--- config.mk ---
export PLATFORM = sky130hd
export DESIGN_NAME = tpbs_div
export DESIGN_NICKNAME = d
export VERILOG_FILES = /design/src/sv/assert_macros.svh /design/src/sv/tpbs_pkg.sv /design/src/sv/tpbs_div.sv
export SDC_FILE = /design/constraint.sdc
export NUM_CORES = 1
export LEC_CHECK = 0
export BUFFER_PORTS_ARGS = -buffer_cell sky130_fd_sc_hd__buf_4
export CORE_MARGIN = 3
export CORE_UTILIZATION = 40
export DETAILED_ROUTE_END_ITERATION = 6
export PLACE_DENSITY = 0.54
export SYNTH_ARGS = -nofsm -noshare
export SYNTH_HDL_FRONTEND = slang
export SYNTH_SLANG_ARGS = --single-unit
--- constraint.sdc ---
create_clock -name clk -period 5.91 [get_ports clk]
set_input_delay 0.591 -clock clk [delete_from_list [all_inputs] [get_ports clk]]
set_output_delay 0.591 -clock clk [all_outputs]
set_load 0.1 [all_outputs]
--- src/sv/assert_macros.svh ---
// Assertion macros shared by the rasterizer RTL.
// Define ASSERT_OFF to compile the checks out.
`ifndef ASSERT_MACROS_SVH
`define ASSERT_MACROS_SVH
`ifndef ASSERT_OFF
`define ASSERT_IMPLY(label, clk, rst_n, ante, cons) \
	label: assert property (@(posedge clk) disable iff (!rst_n) (ante) |-> (cons)) \
	else $error("assertion failed");
`define ASSERT_NEXT(label, clk, rst_n, ante, cons) \
	label: assert property (@(posedge clk) disable iff (!rst_n) (ante) |=> (cons)) \
	else $error("assertion failed");
`else
`define ASSERT_IMPLY(label, clk, rst_n, ante, cons)
`define ASSERT_NEXT(label, clk, rst_n, ante, cons)
`endif
`endif

--- src/sv/tpbs_pkg.sv ---
// Constants shared by the triangle coverage and shading pipeline.
// No dependencies.
package tpbs_pkg;
	localparam int CHAN_W    = 8;
	localparam int DIV_STEPS = 8;
	localparam int CFG_IDX_W = 3;
	localparam logic [CFG_IDX_W-1:0] REG_V0_X = 3'd0;
	localparam logic [CFG_IDX_W-1:0] REG_V0_Y = 3'd1;
	localparam logic [CFG_IDX_W-1:0] REG_V1_X = 3'd2;
	localparam logic [CFG_IDX_W-1:0] REG_V1_Y = 3'd3;
	localparam logic [CFG_IDX_W-1:0] REG_V2_X = 3'd4;
	localparam logic [CFG_IDX_W-1:0] REG_V2_Y = 3'd5;
endpackage

--- src/sv/tpbs_div.sv ---
// Pipelined restoring divider, one quotient bit per stage, with saturate
// and force-zero overrides. Depends on tpbs_pkg.
module tpbs_div #(
	parameter int NW = 26,
	parameter int DW = 18
) (
	input  logic                       clk,
	input  logic                       en,
	input  logic [NW-1:0]              num,
	input  logic [DW-1:0]              den,
	input  logic                       sat,
	input  logic                       zero,
	output logic [tpbs_pkg::CHAN_W-1:0] quo
);
	import tpbs_pkg::*;
	logic [NW-1:0]     rem_s [0:DIV_STEPS];
	logic [DW-1:0]     den_s [0:DIV_STEPS];
	logic [CHAN_W-1:0] q_s   [0:DIV_STEPS];
	logic              sat_s [0:DIV_STEPS];
	logic              zero_s[0:DIV_STEPS];

	assign rem_s[0]  = num;
	assign den_s[0]  = den;
	assign q_s[0]    = '0;
	assign sat_s[0]  = sat;
	assign zero_s[0] = zero;

	for (genvar i = 1; i <= DIV_STEPS; i++) begin : g_step
		logic [NW-1:0] shd;
		logic          ge;
		assign shd = NW'(den_s[i-1]) << (DIV_STEPS - i);
		assign ge  = rem_s[i-1] >= shd;
		always_ff @(posedge clk) begin
			if (en) begin
				rem_s[i]  <= ge ? rem_s[i-1] - shd : rem_s[i-1];
				q_s[i]    <= q_s[i-1] | (ge ? CHAN_W'(1) << (DIV_STEPS - i) : '0);
				den_s[i]  <= den_s[i-1];
				sat_s[i]  <= sat_s[i-1];
				zero_s[i] <= zero_s[i-1];
			end
		end
	end

	assign quo = zero_s[DIV_STEPS] ? '0 : (sat_s[DIV_STEPS] ? '1 : q_s[DIV_STEPS]);
endmodule
=== Word-level counts from Yosys, hierarchy flattened ===
Index checks and enable logic that the tools add are counted.

* Word-level logic and storage cells: 77
* Output and inout bits: 8
* Register bits after elaboration: 388

* Order comparisons: 8
* Bitwise logic cells: 7
* Multiplexer cells: 17
* Add/subtract/negate cells: 7

{| class="wikitable"
|+ Operators by type and width
! kind !! number
|-
| $mux W26 || 7
|-
| $ge A26 B18 Y1 || 1
|-
| $ge A26 B19 Y1 || 1
|-
| $ge A26 B20 Y1 || 1
|-
| $ge A26 B21 Y1 || 1
|-
| $ge A26 B22 Y1 || 1
|-
| $ge A26 B23 Y1 || 1
|-
| $ge A26 B24 Y1 || 1
|-
| $ge A26 B25 Y1 || 1
|-
| $sub A26 B19 Y26 || 1
|-
| $sub A26 B20 Y26 || 1
|-
| $sub A26 B21 Y26 || 1
|-
| $sub A26 B22 Y26 || 1
|-
| $sub A26 B23 Y26 || 1
|-
| $sub A26 B24 Y26 || 1
|-
| $sub A26 B25 Y26 || 1
|-
| $mux W8 || 3
|-
| $or A8 B1 Y8 || 1
|-
| $or A8 B2 Y8 || 1
|-
| $or A8 B3 Y8 || 1
|-
| $or A8 B4 Y8 || 1
|-
| $or A8 B5 Y8 || 1
|-
| $or A8 B6 Y8 || 1
|-
| $or A8 B7 Y8 || 1
|-
| 7 further kinds || 7
|}

=== Depth between registers and ports, before layout ===
* Depth after elaboration: 3
* Mapped depth: 15
* Depth with buffers taken out: 13

=== Worst setup path before layout ===
OpenSTA, ideal clock, no wires.

* Kind: reg2reg
* From: reg rem_s[134] in the netlist's numbering
* To: reg rem_s[125] in the netlist's numbering, data pin
* Period minus slack after synthesis: 3.098 ns
* Slack: 2.812 ns
* Cell stages (with the launch flop): 14
* Path buffers: 2
* Arrival time: 2.838 ns
* Path through: edfxtp_1 -> inv_1 -> ha_1 -> inv_1 -> fa_1 -> a211oi_2 -> o21ai_2 -> a31oi_4 -> o21ai_2 -> o31a_1 -> a311o_1 -> buf_6 -> buf_6 -> mux2_4

* Longest elaborated chain between the ends: 2
* Elaborated cells between the ends (all ways): 3
* Those cells by class: add/sub (1); order compare (1); mux (1)

{| class="wikitable"
|+ Ends and longest elaborated chain
! item !! line !! source
|-
| from (decl) || tpbs_div.sv:16 || <nowiki>logic [NW-1:0] rem_s [0:DIV_STEPS];</nowiki>
|-
| from (signal, indexed assignment) || tpbs_div.sv:35 || <nowiki>rem_s[i] <= ge ? rem_s[i-1] - shd : rem_s[i-1];</nowiki>
|-
| $sub A26 B22 Y26 or $ge A26 B22 Y1 (tied branches) || tpbs_div.sv:35, tpbs_div.sv:32 ||
|-
| $mux W26 * || tpbs_div.sv:35 ||
|}

Every way passes the cells marked *; elsewhere a longest branch is shown, timed or not.
A chain may end at the register's enable or synchronous reset.

=== Final worst setup path ===
* From: reg den_s[126] in the netlist's numbering
* To: reg rem_s[176] in the netlist's numbering, data pin

* Longest elaborated chain between the ends: 2
* Elaborated cells between the ends (all ways): 3
* Those cells by class: add/sub (1); order compare (1); mux (1)

{| class="wikitable"
|+ Ends and longest elaborated chain
! item !! line !! source
|-
| from (decl) || tpbs_div.sv:17 || <nowiki>logic [DW-1:0] den_s [0:DIV_STEPS];</nowiki>
|-
| from (signal, indexed assignment) || tpbs_div.sv:37 || <nowiki>den_s[i] <= den_s[i-1];</nowiki>
|-
| $sub A26 B24 Y26 or $ge A26 B24 Y1 (tied branches) || tpbs_div.sv:35, tpbs_div.sv:32 ||
|-
| $mux W26 * || tpbs_div.sv:35 ||
|}

Marked as above.

==> impl_summary.md <==
Outcome
The flow ran to the end, and the final reports show no timing, DRC or antenna violations.

Worst setup path
The setup slack of the worst register-to-register path is 2.30 ns. Walking the worst path, the cells encountered are ha_1 -> inv_1 -> fa_1 -> a211oi_1 -> o21ai_0 -> a21oi_1 -> o31ai_1 -> nand2_1 -> nand2_1 -> mux2_2. The startpoint of the worst register-to-register path is den_s[126]. The number of cell instances on the worst register-to-register path is 10. The worst setup path is of the reg -> reg kind. The endpoint kind of the worst setup timing path is a flop. The sort of element at the start of the critical path is a flop. The worst stage delay on the critical path is 0.63 ns. The reg-to-reg endpoint is rem_s[176]. The critical path data required time is 6.19 ns. Along the worst path, the maximum fanout reaches 23. The most numerous cell type found on the critical path is sky130_fd_sc_hd__nand2_1. Among all stages on the critical path, the largest delay is contributed by sky130_fd_sc_hd__nand2_1. STA puts the critical path data arrival time at 3.90 ns.

Timing
The post-route minimum period is 3.61 ns. The highest achievable clock rate is 277 MHz. The slew at the pin closest to its max-slew limit is 0.974 ns.

Setup repair after global routing left no endpoint under its margin. On the final layout, the worst clock skew is 0.0212 ns. The count of final hold-check violations is 0. The final clock period utilization by the worst path is 0.611.

For the final routed database, the setup TNS stands at 0 ns. Setup violations remaining at the end of the flow were counted as 0. Headroom to the max-slew limit came out at 0.351.

The number of pins with negative max-slew slack in the final report was 0. The worst setup margin is 2.30 ns.

Detailed routing
The first detailed-routing pass ran for 4 iterations. The initial DRC count is 707. Detailed routing inserted a total of 13,000 vias.

For this run, design rule violations remaining after detail routing come to 0. The total wire length is 40,200 um. The number of routed nets with antenna violations is 0. In the routed layout, each cell is associated on average with a via count of 5.13. The detailed-route wire length per cell is 15.9 um.

Logic synthesis
The total number of yosys warnings is 0. The number of unique standard cell types used by synthesis is 80. For this run, the leading register cell type out of synthesis is sky130_fd_sc_hd__edfxtp_1. When the netlist entered floorplanning its net count stood at 1,965.

The synthesized area per cell is 11.4 um^2. The post-synthesis async set-or-reset flop share is 0. The synthesized cell area is 0.0201 mm^2. The post-synthesis cell count is 1,766. The number of synthesized flops with an enable pin is 360. The share of the Yosys chip area taken by registers is 0.539.

After synthesis the netlist holds a flip-flop and latch count of 360.

Die
The total core area is 0.0493 mm^2. The die covers 0.0529 mm^2. The vertical die dimension is 230 um.

The initial utilization of the core area, before any placement, comes to 0.407. The number of cell rows is 81. The horizontal extent of the die is 230 um.

For this design the top-level I/O count stands at 56.

GRT
The remaining global-route overflow is 0. The first-pass GRT wire length is 65,800 um. The number of global-route vias before repair is 13,300. In the global route stage, overall resource usage came out at 0.153. Entering global routing, the biggest net connects 150 pins. The initial antenna violation count is 0.

Clock network
The H-tree was split into 2 levels. The clock-pin slew reported for the worst setup and hold paths after clock tree synthesis is 0.06 ns. After clock tree synthesis, the repair step resized 0 gates.

TritonCTS built the clock tree. The number of setup buffers added after CTS is 0. Clock tree synthesis found a total of 360 sinks. Counting along the longest clock path gives a buffer depth of 3. The clock tree root buffer cell is sky130_fd_sc_hd__clkbuf_16. For this design, the CTS-stage hold fixing added 0 buffers. The clock insertion delay at the later pin of the skew report is 0.55 ns.

The number of buffers created by CTS is 42.

Job
The total of max-cap violations is 0.

Pwr
The maximum ir drop on the vdd rail is 146 uV. Summing internal, switching and leakage power gives 9.96 mW. The power density normalized to cell area is 443 mW/mm^2. The static leakage is 8.94 nW.

Worst hold path
The number of cells traversed by the worst hold path is 1. The startpoint of the lowest-slack hold path is zero. The endpoint of the worst hold path is zero_s[7].

In this run the worst hold path is classified as in -> reg.

Cells and area
The area growth from synthesis to layout is 12.1%. The net count reported at finish is 2,034. In the final layout, the share of cells above drive strength 1 is 0.104. 0 antenna diodes ended up in the layout. Summing all non-filler instances in the final layout gives an area of 0.0225 mm^2.

Placed design
OpenSTA, run right after detailed placement, puts the worst setup slack at 2.06 ns. The placed instances occupy a cell area of 0.0212 mm^2. The count of buffers added on input and output ports is 55. The wire-length estimate of the detail-placed layout is 30,100 um. At the end of routability-driven placement, the weighted congestion stood at 0.923.
## power breakdown
| group | internal (mW) | total (mW) | switching (mW) |
|---|---|---|---|
| registers | 3.58 | 3.90 | 0.313 |
| logic | 1.63 | 3.62 | 1.98 |
| clock network | 1.45 | 2.44 | 0.988 |
| total | 6.67 | 9.96 | 3.29 |
## per-stage QoR
step | util | hold WS [ns] | instances
after global placement | 0.430 | 0.402 | 2455
after global routing | 0.457 | 0.180 | 2528
final | 0.457 | 0.211 | 2528
after detailed placement | 0.430 | 0.405 | 2455
after CTS | 0.457 | 0.169 | 2528
after floorplan | - | 0.400 | 1766
## synthesized netlist by cell type (all sizes together) (29+ instances only)
| cell type | count | area [um^2] |
|---|---|---|
| edfxtp | 360 | 10800 |
| nor3 | 29 | 145 |
| xnor2 | 89 | 780 |
| nand2 | 84 | 315 |
| a21oi | 190 | 955 |
| ha | 144 | 1800 |
| inv | 181 | 679 |
| nor2 | 159 | 604 |
| o21ai | 77 | 393 |
| mux2 | 49 | 556 |
| xor2 | 29 | 254 |
| a21o | 56 | 420 |
## state kept, by name (all words and copies together), names as in the netlist
name / cells
rem_s: 182
den_s: 126
q_s: 36
sat_s: 8
zero_s: 8
## worst max-delay path: cells and delay by family (launching register included)
kind                       cells  cell delay [ns]
adders and majority gates      2             0.44
buffers and inverters          1             0.07
DFF                            1             0.41
AOI/OAI and AO/OA              4             1.18
and+or+nand+nor                2             0.83
muxes                          1             0.41
## how the worst max path moves through the flow
stage | end | slack (ns) | cells past startpoint | startpoint
after global routing | rem_s[176] | 1.97 | 10 | den_s[126]
after floorplan | rem_s[125] | 2.81 | 13 | rem_s[134]
final | rem_s[176] | 2.30 | 10 | den_s[126]
after CTS | rem_s[176] | 2.27 | 10 | den_s[126]
after global placement | rem_s[192] | 2.13 | 9 | num[10]
after detailed placement | rem_s[192] | 2.06 | 10 | den[3]
## kinds of logic (layout without fill, tap and decap cells)
group,count (synthesis),in the layout,synth area share
xor+xnor,118,118,0.0515
simple gates,418,418,0.0999
buf+inv,218,316,0.0435
fa+ha+maj,151,151,0.0968
mux,51,51,0.0287
compound gates,450,450,0.141
flops,360,360,0.539
## layer usage
layer | vias to the layer above | share of wire | routed length (um) | track usage
li1 | 6628 | - | - | -
met1 | 6027 | 0.42 | 16900 | 0.173
met2 | 217 | 0.50 | 20200 | 0.277
met3 | 98 | 0.031 | 1250 | 0.0238
met4 | 0 | 0.047 | 1890 | 0.0783
met5 | - | 0 | 0 | 0
## layout make-up
cell class	count	area, um^2
clock inverter	25	203
inverter	181	679
timing repair buffer	62	498
sequential	360	10800
clock buffer	48	1090
tap	664	831
fill	4565	26800
multi-input combinational	1188	8380
## cell usage in the layout (no fill, tap or decap), types with 6 or more instances in the layout
cell type,count
sky130_fd_sc_hd__edfxtp_1,360
sky130_fd_sc_hd__a21oi_1,189
sky130_fd_sc_hd__inv_1,179
sky130_fd_sc_hd__nor2_1,158
sky130_fd_sc_hd__ha_1,144
sky130_fd_sc_hd__xnor2_1,89
sky130_fd_sc_hd__nand2_1,84
sky130_fd_sc_hd__o21ai_0,69
sky130_fd_sc_hd__buf_4,59
sky130_fd_sc_hd__a21o_1,56
sky130_fd_sc_hd__mux2_2,48
sky130_fd_sc_hd__clkbuf_16,43
sky130_fd_sc_hd__nor3_1,29
sky130_fd_sc_hd__xor2_1,29
sky130_fd_sc_hd__nand4_1,28
sky130_fd_sc_hd__nand2b_1,22
sky130_fd_sc_hd__nand3_1,20
sky130_fd_sc_hd__o21a_1,16
sky130_fd_sc_hd__a31oi_1,16
sky130_fd_sc_hd__nor2b_1,15
sky130_fd_sc_hd__o21bai_1,15
sky130_fd_sc_hd__nor4_1,13
sky130_fd_sc_hd__a211oi_1,12
sky130_fd_sc_hd__clkinv_1,11
sky130_fd_sc_hd__or2_2,9
sky130_fd_sc_hd__o31ai_1,9
sky130_fd_sc_hd__o211ai_1,8
sky130_fd_sc_hd__or4_1,8
sky130_fd_sc_hd__fa_1,7
sky130_fd_sc_hd__o21ai_1,6
sky130_fd_sc_hd__clkinv_2,6
No activity file was read; power rests on OpenSTA's default activity.
