--- src/sv/assert_macros.svh ---
// Assertion macros shared by the rasterizer RTL.
// Define ASSERT_OFF to compile the checks out.
`ifndef ASSERT_MACROS_SVH
`define ASSERT_MACROS_SVH
`ifndef ASSERT_OFF
`define ASSERT_IMPLY(label, clk, rst_n, ante, cons) \
	label: assert property (@(posedge clk) disable iff (!rst_n) (ante) |-> (cons)) \
	else $error("assertion failed");
`define ASSERT_NEXT(label, clk, rst_n, ante, cons) \
	label: assert property (@(posedge clk) disable iff (!rst_n) (ante) |=> (cons)) \
	else $error("assertion failed");
`else
`define ASSERT_IMPLY(label, clk, rst_n, ante, cons)
`define ASSERT_NEXT(label, clk, rst_n, ante, cons)
`endif
`endif

--- src/sv/tpbs_edge.sv ---
// Two-stage edge function: E(p) and E(k) for the line through a and b.
// Uses no package items.
module tpbs_edge #(
	parameter int CW = 8
) (
	input  logic                  clk,
	input  logic                  en,
	input  logic [CW-1:0]         ax,
	input  logic [CW-1:0]         ay,
	input  logic [CW-1:0]         bx,
	input  logic [CW-1:0]         by,
	input  logic [CW-1:0]         kx,
	input  logic [CW-1:0]         ky,
	input  logic [CW-1:0]         px,
	input  logic [CW-1:0]         py,
	output logic signed [2*CW+2:0] ep,
	output logic signed [2*CW+2:0] ev
);
	localparam int EW = 2*CW+3;
	logic signed [EW-1:0] ax_w, ay_w, bx_w, by_w, kx_w, ky_w, px_w, py_w, ea, eb;
	logic signed [EW-1:0] pa_s1, pb_s1, ka_s1, kb_s1, c_s1, ep_s2, ev_s2;

	always_comb begin
		ax_w = EW'($signed({1'b0, ax}));
		ay_w = EW'($signed({1'b0, ay}));
		bx_w = EW'($signed({1'b0, bx}));
		by_w = EW'($signed({1'b0, by}));
		kx_w = EW'($signed({1'b0, kx}));
		ky_w = EW'($signed({1'b0, ky}));
		px_w = EW'($signed({1'b0, px}));
		py_w = EW'($signed({1'b0, py}));
		ea = ay_w - by_w;
		eb = bx_w - ax_w;
	end

	always_ff @(posedge clk) begin
		if (en) begin
			pa_s1 <= ea * px_w;
			pb_s1 <= eb * py_w;
			ka_s1 <= ea * kx_w;
			kb_s1 <= eb * ky_w;
			c_s1  <= ax_w * by_w - bx_w * ay_w;
			ep_s2 <= pa_s1 + pb_s1 + c_s1;
			ev_s2 <= ka_s1 + kb_s1 + c_s1;
		end
	end

	assign ep = ep_s2;
	assign ev = ev_s2;
endmodule

--- config.mk ---
export PLATFORM = sky130hd
export DESIGN_NAME = tpbs_edge
export DESIGN_NICKNAME = d
export VERILOG_FILES = /design/src/sv/assert_macros.svh /design/src/sv/tpbs_edge.sv
export SDC_FILE = /design/constraint.sdc
export NUM_CORES = 1
export LEC_CHECK = 0
export CAP_MARGIN = 20
export CORE_ASPECT_RATIO = 1.4
export CORE_MARGIN = 5
export CORE_UTILIZATION = 45
export CTS_CLUSTER_DIAMETER = 80
export DETAILED_ROUTE_END_ITERATION = 6
export DONT_BUFFER_PORTS = 1
export GPL_ROUTABILITY_DRIVEN = 0
export PLACE_DENSITY = 0.74
export REMOVE_ABC_BUFFERS = 1
export SYNTH_ARGS = -nofsm -noshare
export SYNTH_HDL_FRONTEND = slang
export SYNTH_SLANG_ARGS = --single-unit
export TNS_END_PERCENT = 10
--- constraint.sdc ---
create_clock -name clk -period 6.8 [get_ports clk]
set_clock_uncertainty 0.05 [all_clocks]
set_input_delay 0.34 -clock clk [delete_from_list [all_inputs] [get_ports clk]]
set_output_delay 0.34 -clock clk [all_outputs]
set_load 0.01 [all_outputs]
# Word-level counts from Yosys, hierarchy flattened
# Cells that the tools add are included.
# classes
add_sub_neg	7
mul	6
# ops
op	n
$add 19x19->19	4
$mul 9x9->18	4
$mul 8x8->16	2
$sub 8x8->9	2
$sub 16x16->17	1
# totals
reg_bits	133
in_bits	66
word_cells	20

# Logic depth before layout (Yosys ltp)
# Gate-level depths: netlist of run 1.
# logic_depth
ltp_word	2
depth_mapped	28
ltp_nobuf	26

# Worst setup path before layout of run 1
# OpenSTA, ideal clock, no wires.
# synth_path
path_type	input to register
startpoint	input ay[0]
endpoint	register pa_s1[15], data pin
arrival_ps	6033
required_ps	6488
path_slack_ps	455
stages	27
cell_sequence	clkbuf_1 > inv_1 > ha_1 > fa_1 > nor2b_1 > o21ai_0 > a21boi_0 > o21ai_0 > nand2b_1 > xor2_1 > buf_2 > nand2_1 > fa_1 > inv_1 > fa_1 > inv_1 > fa_1 > fa_1 > inv_1 > ha_1 > nand2_1 > o21ai_1 > o41a_1 > and4_1 > a2111oi_4 > a21oi_1 > xor2_1
# synth_via
elab_chain_cells	2
# synth_rtl
element	line_no	text
from (decl)	tpbs_edge.sv:9	input logic [CW-1:0] ay,
$sub 8x8->9	tpbs_edge.sv:32	ea = ay_w - by_w;
$mul 9x9->18	tpbs_edge.sv:38	pa_s1 <= ea * px_w;
to (signal assigned)	tpbs_edge.sv:38	
to (decl)	tpbs_edge.sv:21	logic signed [EW-1:0] pa_s1, pb_s1, ka_s1, kb_s1, c_s1, ep_s2, ev_s2;
# Every way passes these cells.
# A chain may end at the register's enable or synchronous reset.

# Worst setup path in the final report of run 1
# layout_path
startpoint	input ax[2]
endpoint	register kb_s1[17], data pin
# layout_via
elab_chain_cells	2
# layout_rtl
element	line_no	text
from (decl)	tpbs_edge.sv:8	input logic [CW-1:0] ax,
$sub 8x8->9	tpbs_edge.sv:33	eb = bx_w - ax_w;
$mul 9x9->18	tpbs_edge.sv:41	kb_s1 <= eb * ky_w;
to (signal assigned)	tpbs_edge.sv:41	
to (decl)	tpbs_edge.sv:21	
# Every way passes these cells.

==> results.cfg, run 1 <==
[clock_network]
tritoncts = yes
cts_buffer_depth = 2
postCtsSetupBuffers = 0
cts_buffers = 17
cts_root_buffer = clkbuf_16
holdBufCountCts = 3
path_clk_slew_ns = 0.06
h-tree-depth = 4
cts.sinks = 127
clk_latency_ns = 0.43
cts_resized = 0

[worst_setup_path]
worst_ep_arrival_time_ns = 6.10
path_class = input port to flop
r2r_setup_slack_ns = 3.38
critPathLaunchType = input port
endpoint_kind = flop
critPathMaxFanout = 12
crit_required_ns = 6.92

[status]
status = complete, no violations

[floorplan]
die_w_um = 199
core-area_sq_mm = 0.0498
start_util_pct = 45.2
rows = 97
die_height_um = 275
die-area_sq_mm = 0.0547
ios = 104

[placement]
placedInstanceArea_sq_mm = 0.0233
numPortBuffers = 0
place_inst = 2936
hpwl_mm = 43.9

[global_route]
grt_overflow = 0
antenna_found_initial = 0
grt_pass1_vias = 17438
grt_pass1_wl_mm = 86.1
grt_max_degree = 66
grt_use_total_pct = 19.8

[yosys]
ys_ff_latch = 127
synth_top_area_share_pct = 33.6
yosys_warnings = 0
synth_area_sq_mm = 0.0225
syn_area_per_cell_sq_um = 9.71
netlist_instances = 2318
yosysSeqAreaShare_pct = 16.9
synthFlopType = edfxtp_1
synth.distinct_cells = 58
yosysTopAreaCell = fa_1
async_flop_share_pct = 0
synth_edf_count = 127
yosys-top-cells-area = fa_1 (34%), edfxtp_1 (17%), ha_1 (15%), inv_1 (9.1%), and2_1 (3.9%)
synth.top_cells.by_count = inv_1 (548), fa_1 (378), ha_1 (267)
synth_most_common_cell = inv_1

[timing]
setup_tns_ns = 0
finalCritPeriodShare_pct = 87.9
finalHoldWorstSlack_ns = 0.0794
setup-violations-final = 0
fmax_mhz = 167
rsz0062_at_grt = no
fin_crit_ns = 5.97
slew_viol_final = 0
hold_viol = 0
slew_headroom_pct = 31.7
worst_pin_slew_ns = 1.02

[drt]
drtIter0Drc = 768
ant_nets = 0
dr_total_vias = 15741
vias_per_cell = 5.30
wl_mm = 52.5
dr.pass1.iters = 5
drc = 0
wl_per_cell_um = 17.7

[cells_and_area]
syn2layout_area_growth_pct = 6.29
drive_above_1_share_pct = 2.41
diodes = 0
design_area_sq_mm = 0.0239
fillers = 4489
final_cell_count_no_fill = 2971
final_nets = 3026

[run]
maxCapViolCount = 0

[min_path]
hp-class = input port to flop
## flip-flops by register name, summed over array words and instances (netlist names)
| signal | flops |
|---|---|
| kb_s1 | 18 |
| c_s1 | 17 |
| ev | 19 |
| ep | 19 |
| pa_s1 | 18 |
| ka_s1 | 18 |
| pb_s1 | 18 |
## cells in the final DEF, fill, tap and decap left out, types with 6 or more instances in the layout
master and count:
inv_1 548, fa_1 378, ha_1 267, nand2_1 226
and2_1 140, edfxtp_1 127, nor2_1 90, xnor2_1 83
nor2b_1 70, a21oi_1 69, o21ai_0 36, xor2_1 33
nand2b_1 27, a21o_1 24, nor3_1 19, o21a_1 18
clkbuf_16 17, buf_4 14, o21bai_1 11, nand3_1 11
and3_1 8, a211oi_1 8, a31oi_1 6, or3_1 6
## worst max-delay path: stages
cell and delay, ns:
inv_1 0.07, ha_1 0.35, nor2b_1 0.14, o21ai_0 0.16
nand2b_1 0.11, a21o_1 0.20, a21oi_1 0.21, o21a_1 0.45
nand2_1 0.30, fa_1 0.65, xor2_1 0.20, ha_1 0.28
fa_1 0.55, inv_1 0.05, fa_1 0.47, inv_1 0.04
ha_1 0.33, a21o_1 0.17, a21oi_1 0.22, nor2b_1 0.10
or4_1 0.42, o22ai_1 0.17, xnor2_1 0.09
## final timing paths
check | to | from | depth (start not counted)
worst max-delay path | kb_s1[17] | ax[2] | 23
worst min-delay path | ka_s1[0] | kx[0] | 1
worst max register to register | ev[15] | kb_s1[1] | 11
worst min register to register | ev[1] | ka_s1[1] | 2
## per-layer routing
metal | GRT usage, % | share of wire (%) | up-vias
li1 | - | - | 7166
met1 | 21.6 | 36 | 7934
met2 | 37.0 | 54 | 473
met3 | 2.72 | 4.5 | 168
met4 | 10.0 | 5.7 | 0
met5 | 0 | 0 | -
## metrics by stage
step                util (%)  setup WS [ns]
detailed placement      46.8          0.420
CTS                     48.1          0.831
global placement        46.8          0.552
global route            48.1          0.409
finish                  48.1          0.825
floorplan                  -          0.384
## area by class of cell
cell class	count	area (sq um)	share of cell area, %
inverters	548	2060	8.60
well taps	643	805	3.36
clock inverters	14	165	0.690
flip-flops and latches	127	3810	15.9
repair buffers	17	170	0.711
multi-input cells	1604	16500	68.9
clock buffers	18	429	1.79
## cell families after synthesis
family	share of synthesized area, %
buffers and inverters	9.82
AND/OR/NAND/NOR	13.6
AO/OA/AOI/OAI	6.66
multiplexers	0.0445
XOR/XNOR	4.51
flip-flops	16.9
adder cells (fa/ha/maj)	48.5
Power of run 1 is left out: the tool's default activity adds up to more than one toggle a clock period on the data nets, which glitch-free logic cannot reach.
==> inputs of run 2 (changes only) <==
--- a/config.mk
+++ b/config.mk
@@ -5,15 +5,15 @@
 export SDC_FILE = /design/constraint.sdc
 export NUM_CORES = 1
 export LEC_CHECK = 0
+export BUFFER_PORTS_ARGS = -buffer_cell sky130_fd_sc_hd__buf_2
 export CAP_MARGIN = 20
 export CORE_ASPECT_RATIO = 1.4
 export CORE_MARGIN = 5
 export CORE_UTILIZATION = 45
 export CTS_CLUSTER_DIAMETER = 80
 export DETAILED_ROUTE_END_ITERATION = 6
-export DONT_BUFFER_PORTS = 1
 export GPL_ROUTABILITY_DRIVEN = 0
-export PLACE_DENSITY = 0.74
+export PLACE_DENSITY = 0.76
 export REMOVE_ABC_BUFFERS = 1
 export SYNTH_ARGS = -nofsm -noshare
 export SYNTH_HDL_FRONTEND = slang
==> run 2 against run 1 <==
First-iteration DRC count down 0.65%; wire length down 0.82%; global-route usage decreased by 0.11 points; sequential share of layout area is 0.32 points lower; flip-flop and latch count unchanged; design area grew 2.1%; via count is 2.3% higher; critical path type unchanged; largest cell class unchanged.
==> results.cfg, run 2 (same netlist as run 1, synthesis figures left out) <==
[placement]
hpwl_mm = 44.1
numPortBuffers = 103

[clock_network]
postCtsSetupBuffers = 0
cts_buffers = 17
cts_buffer_depth = 2
clk_latency_ns = 0.44
path_clk_slew_ns = 0.06
cts.sinks = 127
cts_root_buffer = clkbuf_16
h-tree-depth = 4
tritoncts = yes
cts_resized = 0
holdBufCountCts = 0

[global_route]
antenna_found_initial = 0
grt_use_total_pct = 19.7
grt_max_degree = 86
grt_pass1_wl_mm = 85.5
grt_pass1_vias = 17923
grt_overflow = 0

[worst_setup_path]
worst_ep_arrival_time_ns = 6.32
path_class = input port to flop
crit_required_ns = 6.93
critPathLaunchType = input port
r2r_setup_slack_ns = 3.41
endpoint_kind = flop
critPathMaxFanout = 16

[drt]
drc = 0
drtIter0Drc = 763
dr_total_vias = 16106
ant_nets = 0
vias_per_cell = 5.23
wl_mm = 52.1
wl_per_cell_um = 16.9
dr.pass1.iters = 7

[run]
maxCapViolCount = 0

[timing]
worst_pin_slew_ns = 1.08
fin_crit_ns = 6.19
hold_viol = 0
slew_headroom_pct = 28.2
finalCritPeriodShare_pct = 91.0
rsz0062_at_grt = no
slew_viol_final = 0
fmax_mhz = 162
setup-violations-final = 0
setup_tns_ns = 0

[floorplan]
core-area_sq_mm = 0.0498
die-area_sq_mm = 0.0547
start_util_pct = 45.2
die_height_um = 275
rows = 97
die_w_um = 199
ios = 104

[cells_and_area]
syn2layout_area_growth_pct = 8.48
final_nets = 3132
mostFrequentLayoutCells = inv_1 (548), fa_1 (378), ha_1 (267), nand2_1 (226), and2_1 (140)
multi_input_area_sq_mm = 0.0165
seqCellArea_sq_mm = 0.00381
layout_commonest_cell = inv_1
drive_above_1_share_pct = 6.78
fillers = 4488

[status]
status = complete, no violations

[min_path]
hp-class = input port to flop
run 2: routing by layer:
metal / share of wire [%] / vias to the layer above / global-route usage (%)
met5: 0 / - / 0
met4: 6.2 / 0 / 11.1
met3: 4.6 / 193 / 1.83
met2: 54 / 546 / 37.1
met1: 35 / 7970 / 21.3
li1: - / 7397 / -
run 2: cell type report:
class,instances,area share (%)
Antenna cell,1,0.0102
Clock buffer,18,1.76
Timing Repair Buffer,123,2.74
Sequential cell,127,15.6
Multi-Input combinational cell,1604,67.5
Clock inverter,14,0.646
Tap cell,643,3.29
Inverter,548,8.42
run 2: path summary, 6_finish.rpt:
kind	from	to	cells past startpoint
max	ay[0]	pa_s1[15]	27
min	px[0]	pa_s1[0]	2
max reg2reg	c_s1[1]	ep[17]	10
min reg2reg	pa_s1[1]	ep[1]	2
run 2: worst max-delay path, cell delays in order:
cell	delay [ns]
buf_2	0.18
inv_1	0.11
ha_1	0.22
fa_1	0.40
nor2b_1	0.15
o21ai_0	0.11
a21boi_0	0.25
o21ai_0	0.11
nand2b_1	0.11
xor2_1	0.15
buf_4	0.26
nand2_1	0.11
fa_1	0.50
inv_1	0.05
fa_1	0.51
inv_1	0.06
fa_1	0.49
fa_1	0.49
inv_1	0.04
ha_1	0.31
nand2_1	0.10
o21ai_1	0.09
o41a_1	0.34
and4_1	0.23
a2111oi_4	0.32
a21oi_1	0.14
xor2_1	0.15
run 2: stage by stage:
stage | std cells | utilization [%] | cell area, sq um | hold WS (ns) | setup WS, ns
final | 3078 | 49.1 | 24400 | 0.342 | 0.611
after CTS | 3077 | 49.1 | 24400 | 0.316 | 0.634
after detailed placement | 3045 | 47.9 | 23800 | 0.703 | 0.186
after global placement | 3045 | 47.9 | 23800 | 0.702 | 0.321
after global routing | 3077 | 49.1 | 24400 | 0.336 | 0.214
after floorplan | 2279 | - | 22400 | 0.402 | 0.384
Power of run 2 is left out for the same reason.
==> inputs of run 3 (changes only) <==
--- a/config.mk
+++ b/config.mk
@@ -5,7 +5,7 @@
 export SDC_FILE = /design/constraint.sdc
 export NUM_CORES = 1
 export LEC_CHECK = 0
-export BUFFER_PORTS_ARGS = -buffer_cell sky130_fd_sc_hd__buf_2
+export BUFFER_PORTS_ARGS = -buffer_cell sky130_fd_sc_hd__buf_4
 export CAP_MARGIN = 20
 export CORE_ASPECT_RATIO = 1.4
 export CORE_MARGIN = 5
==> run 3 against run 2 <==
Final cell count stayed put; via count is 0.83% higher; design area is 1.2% higher; fmax about the same; flip-flop and latch count unchanged; worst hold slack worse by 0.055 ns; utilization is 0.59 points higher; critical endpoint unchanged.
==> results.cfg, run 3 (same netlist as run 1, synthesis figures left out) <==
[drt]
vias_per_cell = 5.28
drc = 0
drtIter0Drc = 984
dr_total_vias = 16239
wl_mm = 52.7
ant_nets = 0
wl_per_cell_um = 17.1
dr.pass1.iters = 5

[timing]
setup_tns_ns = 0
rsz0062_at_grt = no
fmax_mhz = 161
worst_pin_slew_ns = 1.08
hold_viol = 0
setup-violations-final = 0
slew_viol_final = 0
fin_crit_ns = 6.19
finalCritPeriodShare_pct = 91.1
slew_headroom_pct = 28.2

[worst_setup_path]
r2r_cells = 11
crit_path_max_incr_delay_ns = 0.51
critPathMaxFanout = 16
crit_slowest_cell = fa_1
critPathLaunchType = input port
crit_top_cell = fa_1
crit_required_ns = 6.91
worst_ep_arrival_time_ns = 6.31
path_class = input port to flop
endpoint_kind = flop

[floorplan]
start_util_pct = 45.2
ios = 104
core-area_sq_mm = 0.0498
rows = 97
die_height_um = 275
die-area_sq_mm = 0.0547
die_w_um = 199

[clock_network]
clk_latency_ns = 0.43
cts_root_buffer = clkbuf_16
cts_buffer_depth = 2
postCtsSetupBuffers = 0
path_clk_slew_ns = 0.06
cts_resized = 0
cts.sinks = 127
h-tree-depth = 4
tritoncts = yes
holdBufCountCts = 0
cts_buffers = 17

[global_route]
grt_pass1_vias = 18125
grt_pass1_wl_mm = 87.7
antenna_found_initial = 0
grt_overflow = 0
grt_max_degree = 85
grt_use_total_pct = 20.0

[placement]
placedInstanceArea_sq_mm = 0.0241
hpwl_mm = 43.9
numPortBuffers = 103

[status]
status = complete, no violations

[cells_and_area]
fillers = 4407
mostFrequentLayoutCells = inv_1 (548), fa_1 (378), ha_1 (267), nand2_1 (226), and2_1 (140)
design_area_sq_mm = 0.0247
diodes = 0
layout_commonest_cell = inv_1
syn2layout_area_growth_pct = 9.78
final_nets = 3133
drive_above_1_share_pct = 6.90

[min_path]
hp-class = input port to flop
hold_depth = 2

[run]
maxCapViolCount = 0
-- run 3: cell count changes in the layout (fill, tap and decap cells not counted), sizes merged --
cell / delta
buf: +1
clkinvlp: -1
clkinv: -1
clkbuf: -1
inv: +3
diode: -1
-- run 3: per-stage QoR --
| step | cells | util (%) | hold slack [ns] | worst slack, ns |
|---|---|---|---|---|
| 2_1_floorplan | 2279 | - | 0.402 | 0.384 |
| 3_3_place_gp | 3045 | 48.4 | 0.699 | 0.0825 |
| 3_5_place_dp | 3046 | 48.4 | 0.700 | 0.214 |
| 4_1_cts | 3078 | 49.7 | 0.264 | 0.648 |
| 5_1_grt | 3078 | 49.7 | 0.281 | 0.134 |
| 6_report | 3078 | 49.7 | 0.286 | 0.608 |
-- run 3: routing by layer --
metal  vias up  share of wire (%)  GRT usage [%]
li1       7386                  -              -
met3       173                4.5           2.05
met5         -                  0              0
met4         0                5.3           9.51
met1      8157                 36           22.2
met2       523                 54           37.7
-- run 3: cell type report --
cell class                      instances  area [sq um]  share of cell area, %
Clock inverter                         15           194                  0.785
Multi-Input combinational cell       1604         16500                   66.7
Inverter                              548          2060                   8.32
Sequential cell                       127          3810                   15.4
Clock buffer                           17           425                   1.72
Timing Repair Buffer                  124           931                   3.77
Tap cell                              643           805                   3.26
-- run 3: worst paths after layout --
check	endpoint	start	slack (ns)
worst max register to register	ev[15]	c_s1[1]	3.32
worst max-delay path	pa_s1[15]	ay[0]	0.61
worst min register to register	ep[1]	pa_s1[1]	0.74
worst min-delay path	pa_s1[0]	px[0]	0.29
-- run 3: critical path, delay by kind of cell --
family                   cells  cell delay (ns)
AND/OR/NAND/NOR              5             0.66
XOR/XNOR                     2             0.32
adder cells (fa/ha/maj)      7             2.92
buffers and inverters        6             0.67
AO/OA/AOI/OAI                7             1.37
Power of run 3 is left out for the same reason.
